`src/ps2s1_pkg.sv`:
```
// Package for the PS/2 set 1 scan code decoder.
// Holds the prefix state type, the held-key record and the scan code constants.
// No dependencies.
package ps2s1_pkg;

   localparam int ScanWidth = 8;
   localparam int KeyWidth  = 7;

   localparam logic [ScanWidth-1:0] SC_PREFIX_E0   = 8'hE0;
   localparam logic [ScanWidth-1:0] SC_PREFIX_E1   = 8'hE1;
   localparam logic [ScanWidth-1:0] SC_FAKE_MAKE   = 8'h2A;
   localparam logic [ScanWidth-1:0] SC_FAKE_BREAK  = 8'hAA;

   localparam logic [KeyWidth-1:0] KEY_LSHIFT   = 7'h2A;
   localparam logic [KeyWidth-1:0] KEY_RSHIFT   = 7'h36;
   localparam logic [KeyWidth-1:0] KEY_CTRL     = 7'h1D;
   localparam logic [KeyWidth-1:0] KEY_ALT      = 7'h38;
   localparam logic [KeyWidth-1:0] KEY_NUMLOCK  = 7'h45;
   localparam logic [KeyWidth-1:0] KEY_CAPSLOCK = 7'h3A;
   localparam logic [KeyWidth-1:0] KEY_DELETE   = 7'h53;

   typedef enum logic [3:0] {
      PFX_NONE = 4'b0001,
      PFX_E0   = 4'b0010,
      PFX_E1_A = 4'b0100,
      PFX_E1_B = 4'b1000
   } prefix_type;

   // Only the keys that feed the modifier mask and the reboot check are kept.
   typedef struct packed {
      logic lshift;
      logic rshift;
      logic alt;
      logic alt_ext;
      logic ctrl;
      logic ctrl_ext;
   } held_type;

endpackage

```
`src/ps2_set1_scancode_decoder.sv`:
```
// Top level of the PS/2 scan code set 1 decoder.
// Depends on ps2s1_pkg for the prefix state type and the scan code constants.
//
// Each accepted byte on the req_ channel yields exactly one beat on the rsp_
// channel. A byte enters an input register, is decoded against the prefix
// state, the held-key bits and the lock flags, and its result is written to
// the output register once that register is free or being read, so a new
// byte can be taken in every cycle while the rsp_ channel does not stall. Both registers move
// on when the next stage can take their contents, so a stalled result does not
// stop the input register from filling. Of the press map only the shift, Alt
// and Ctrl bits are stored, since no other key's held state feeds the outputs.
module ps2_set1_scancode_decoder
   import ps2s1_pkg::*;
(
   input  logic                 clock,
   input  logic                 reset,
   input  logic                 req_valid,
   output logic                 req_ready,
   input  logic [ScanWidth-1:0] req_scancode,
   output logic                 rsp_valid,
   input  logic                 rsp_ready,
   output logic                 rsp_event_valid,
   output logic                 rsp_extended,
   output logic [KeyWidth-1:0]  rsp_key_code,
   output logic                 rsp_pressed,
   output logic                 rsp_num_lock,
   output logic                 rsp_caps_lock,
   output logic                 rsp_led_update,
   output logic [2:0]           rsp_led_value,
   output logic                 rsp_reboot_request,
   output logic [2:0]           rsp_modifiers
);

   logic                 in_valid_ff;
   logic [ScanWidth-1:0] scan_ff;
   logic                 out_valid_ff;
   prefix_type           prefix_ff, prefix_in;
   held_type             held_ff, held_in;
   logic                 num_lock_ff, num_lock_in;
   logic                 caps_lock_ff, caps_lock_in;

   logic                 event_valid_ff, event_in;
   logic                 extended_ff, extended_in;
   logic [KeyWidth-1:0]  key_code_ff, key_code_in;
   logic                 pressed_ff, pressed_in;
   logic                 led_update_ff, led_update_in;
   logic                 reboot_ff, reboot_in;
   logic [2:0]           modifiers_ff, modifiers_in;

   logic                 advance;
   logic [KeyWidth-1:0]  code;
   logic                 make;

   assign advance   = in_valid_ff && (!out_valid_ff || rsp_ready);
   assign req_ready = !in_valid_ff || advance;
   assign code      = scan_ff[KeyWidth-1:0];
   assign make      = !scan_ff[ScanWidth-1];

   always_comb begin
      prefix_in     = prefix_ff;
      event_in      = 1'b0;
      extended_in   = 1'b0;
      held_in       = held_ff;
      num_lock_in   = num_lock_ff;
      caps_lock_in  = caps_lock_ff;
      led_update_in = 1'b0;
      reboot_in     = 1'b0;

      case (prefix_ff)
         PFX_E1_B: begin
            prefix_in = PFX_NONE;
         end
         PFX_E1_A: begin
            prefix_in = PFX_E1_B;
         end
         PFX_E0: begin
            prefix_in = PFX_NONE;
            if (!(scan_ff inside {SC_FAKE_MAKE, SC_FAKE_BREAK})) begin
               event_in    = 1'b1;
               extended_in = 1'b1;
            end
         end
         PFX_NONE: begin
            if (scan_ff == SC_PREFIX_E0) begin
               prefix_in = PFX_E0;
            end else if (scan_ff == SC_PREFIX_E1) begin
               prefix_in = PFX_E1_A;
            end else begin
               event_in = 1'b1;
            end
         end
         default: begin
            prefix_in = PFX_NONE;
         end
      endcase

      if (event_in) begin
         if (extended_in) begin
            if (code == KEY_ALT) held_in.alt_ext = make;
            if (code == KEY_CTRL) held_in.ctrl_ext = make;
            reboot_in = make && (code == KEY_DELETE) && held_ff.ctrl && held_ff.alt;
         end else begin
            if (code == KEY_LSHIFT) held_in.lshift = make;
            if (code == KEY_RSHIFT) held_in.rshift = make;
            if (code == KEY_ALT) held_in.alt = make;
            if (code == KEY_CTRL) held_in.ctrl = make;
            if (make && code == KEY_NUMLOCK) begin
               num_lock_in   = !num_lock_ff;
               led_update_in = 1'b1;
            end
            if (make && code == KEY_CAPSLOCK) begin
               caps_lock_in  = !caps_lock_ff;
               led_update_in = 1'b1;
            end
         end
      end

      key_code_in  = event_in ? code : '0;
      pressed_in   = event_in && make;
      modifiers_in = {held_in.ctrl || held_in.ctrl_ext,
                      held_in.alt || held_in.alt_ext,
                      held_in.lshift || held_in.rshift};
   end

   always_ff @(posedge clock) begin
      if (reset) begin
         in_valid_ff  <= 1'b0;
         out_valid_ff <= 1'b0;
         prefix_ff    <= PFX_NONE;
         held_ff      <= '0;
         num_lock_ff  <= 1'b0;
         caps_lock_ff <= 1'b0;
      end else begin
         if (req_ready) begin
            in_valid_ff <= req_valid;
         end
         if (advance) begin
            out_valid_ff <= 1'b1;
            prefix_ff    <= prefix_in;
            held_ff      <= held_in;
            num_lock_ff  <= num_lock_in;
            caps_lock_ff <= caps_lock_in;
         end else if (rsp_ready) begin
            out_valid_ff <= 1'b0;
         end
      end
   end

   always_ff @(posedge clock) begin
      if (req_ready && req_valid) begin
         scan_ff <= req_scancode;
      end
      if (advance) begin
         event_valid_ff <= event_in;
         extended_ff    <= extended_in;
         key_code_ff    <= key_code_in;
         pressed_ff     <= pressed_in;
         led_update_ff  <= led_update_in;
         reboot_ff      <= reboot_in;
         modifiers_ff   <= modifiers_in;
      end
   end

   assign rsp_valid          = out_valid_ff;
   assign rsp_event_valid    = event_valid_ff;
   assign rsp_extended       = extended_ff;
   assign rsp_key_code       = key_code_ff;
   assign rsp_pressed        = pressed_ff;
   assign rsp_num_lock       = num_lock_ff;
   assign rsp_caps_lock      = caps_lock_ff;
   assign rsp_led_update     = led_update_ff;
   assign rsp_led_value      = {caps_lock_ff, num_lock_ff, 1'b0};
   assign rsp_reboot_request = reboot_ff;
   assign rsp_modifiers      = modifiers_ff;

endmodule

```
`config.mk`:
```
export PLATFORM = sky130hd
export DESIGN_NAME = ps2_set1_scancode_decoder
export DESIGN_NICKNAME = d
export VERILOG_FILES = /design/src/ps2s1_pkg.sv /design/src/ps2_set1_scancode_decoder.sv
export SDC_FILE = /design/constraint.sdc
export NUM_CORES = 1
export LEC_CHECK = 0
export BUFFER_PORTS_ARGS = -buffer_cell sky130_fd_sc_hd__buf_2
export CAP_MARGIN = 5
export CORE_UTILIZATION = 54
export CTS_CLUSTER_SIZE = 14
export DETAILED_ROUTE_END_ITERATION = 7
export PLACE_DENSITY = 0.84
export SYNTH_ARGS = -nofsm -noshare
export SYNTH_HDL_FRONTEND = slang
export SYNTH_SLANG_ARGS = --single-unit
```
`constraint.sdc`:
```
create_clock -name clock -period 4.1 [get_ports clock]
set_input_delay 0.615 -clock clock [delete_from_list [all_inputs] [get_ports clock]]
set_output_delay 0.615 -clock clock [all_outputs]
set_load 0.02 [all_outputs]
```
==> qor.txt <==
Placement Cell Area -> 0.001789 mm2
chip width -> 57.03 um
Die Area -> 0.003252 mm2
Bufs and invs on worst path -> 1
n_diodes -> 0
Synth Area in Simple Gates -> 0.2096
post-synthesis mux area share -> 0
vias in the first global route -> 1103
global route total overflow -> 0
clk_skew -> 15.06 ps
worst path cell trace -> or3b_2, o21ai_1, inv_1, nor2_2, nor2b_1
setup bufs post-CTS -> 0
clock-pin slew on the worst setup and hold paths -> 110 ps
setup TNS -> 0 ps
htree depth -> 2
Final Wtd Congestion -> 0.8662
number of DRC markers in iteration 0 -> 31
I/O Pins -> 34
Final Setup Violations -> 0
top post-synthesis cells by count -> edfxtp_1, dfxtp_1, nor2_1, a21oi_1, nor2b_1
Skew-Pair Late Insertion Delay -> 340 ps
slew margin rel. -> 0.4490
CP endpoint kind -> flop
PwrDens -> 355.5 mW/mm2
initial antenna violation count -> 0
synthesized flop and latch total -> 37
CP startpoint kind -> flop
largest net degree at the start of global routing -> 26
Worst Path Arrival -> 2300 ps
adder-cell share of the synthesized area -> 0
endpoints failing hold -> 0
# DRC -> 6
via count -> 1221
Nets -> 181
WL/cell -> 14.65 um
area of the core -> 0.002805 mm2
DRT Wirelength -> 2945 um
post-route ant nets -> 0
peak supply drop -> 0.2283 mV
root buffer cell -> clkbuf_4
xor and xnor area share after synthesis -> 0
CTS resizes -> 0
failing checks -> design-rule violations
Pins Over Slew Limit -> 0
top cells by area in the synthesized netlist -> edfxtp_1, dfxtp_1, a311oi_1, nor2b_1, nor2_1
critical path class -> flop to flop
Core Rows -> 19
gr usage total -> 0.1942
fin area -> 0.001849 mm2
Overall Power -> 657.5 uW
final worst-path cycle share -> 0.5384
main combinational cell family by area after synthesis -> simple AND/OR/NAND/NOR gates
synthesized area per cell -> 11.76 um2
die height -> 57.03 um
DP HPWL -> 2072 um
CP max stage cell -> or3b_2
most common cell in the netlist -> edfxtp_1
CTS sink cnt -> 37
crit path time final -> 2207 ps
max-cap violation count -> 0
Mapped Cells -> 139
fraction of layout cells with a size suffix above 1 -> 0.2647
1st-pass router iterations -> 7
Peak Freq -> 0.4530 GHz
crit-path max FO -> 9
Port Buf Inserts -> 32
post-DR vias/cell -> 6.075
Initial Utilization -> 0.5830
clk buf depth -> 2
Post-synth EDFFs -> 23
Layout area overhead -> 13.08%
Yosys warning count -> 0
HP Class -> input pin to flop
outcome -> complete, but fails checks
Pleak -> 0.0006699 uW
cell area after synthesis -> 0.001635 mm2
Compound-Gate Fraction of Synth Area -> 0.1576
Hold Buf Count CTS -> 0
library cells used by synthesis -> 42
Yosys top cell area share -> 0.4223
post-synth top area cell -> edfxtp_1
slew at the pin closest to its max-slew limit -> 825.7 ps
CP required -> 4200 ps
Async SR Flop Fraction -> 0
CTS tree -> built
sequential element share of the synthesized area -> 0.5937
first-pass GRT wire length -> 4761 um
Post-Syn Nets -> 151
unrepaired setup endpoints after global routing -> false
hold_ws -> 455.7 ps
most used flip-flop cell after synthesis -> edfxtp_1
CTS Buf Count -> 5
CP top delay family -> simple AND/OR/NAND/NOR gates
CP max stage delay -> 520 ps
final core utilization -> 0.6592
-- flip-flops by register name, summed over array words and instances, names as in the netlist, 3 cells and up --
name	cells
rsp_key_code	7
rsp_modifiers	3
held_ff	6
prefix_ff	4
scan_ff	8
-- cell type report --
type / count / area, um2
tap: 31 / 38.79
clock inverter: 2 / 8.758
fill: 222 / 955.9
inverter: 4 / 15.01
clock buffer: 6 / 51.30
sequential: 37 / 970.9
multi-input combinational: 89 / 604.3
timing repair buffer: 32 / 160.2
-- logic make-up after synthesis --
kind of cell | count (synthesis)
simple gates | 54
compound gates | 34
buf+inv | 13
other cells | 1
flops | 37
-- routing by layer --
metal	up-vias	track usage	part of all wire
met3	9	0.04989	0.072
met2	65	0.3294	0.49
met4	0	0.1010	0.021
li1	594	-	-
met1	553	0.2278	0.42
met5	-	0	0
-- cells in the final DEF, fill, tap and decap left out, types with 3 or more instances in the layout --
master,synthesis,routed
nor2b_1,8,8
buf_2,0,32
nand2_1,6,6
nor2_1,12,12
a32oi_1,3,3
nor4bb_1,4,4
dfxtp_1,14,14
inv_1,4,4
a31oi_1,5,5
a21oi_1,8,8
nor4b_1,3,3
clkbuf_4,0,5
a311oi_1,6,6
edfxtp_1,23,23
-- worst paths after layout --
path                         from               to  slack (ps)  cells after the start
setup / recovery       scan_ff[4]  rsp_key_code[2]        1890                      5
hold / removal    req_scancode[6]       scan_ff[6]         460                      1
setup reg to reg       scan_ff[4]  rsp_key_code[2]        1890                      5
hold reg to reg      prefix_ff[1]     prefix_ff[1]         510                      2
-- per-stage QoR --
stage,cells,setup WS (ps)
3_3_place_gp,193,1886
4_1_cts,201,1918
2_1_floorplan,139,1895
6_report,201,1893
3_5_place_dp,193,1719
5_1_grt,201,1770
-- where the power goes --
group	switching [uW]	internal (uW)	leakage, uW
logic	28.7	17.0	0.000304
clock network	112	80.7	0.0000357
registers	11.0	409	0.000330
Power figures use the tool's default switching activity.
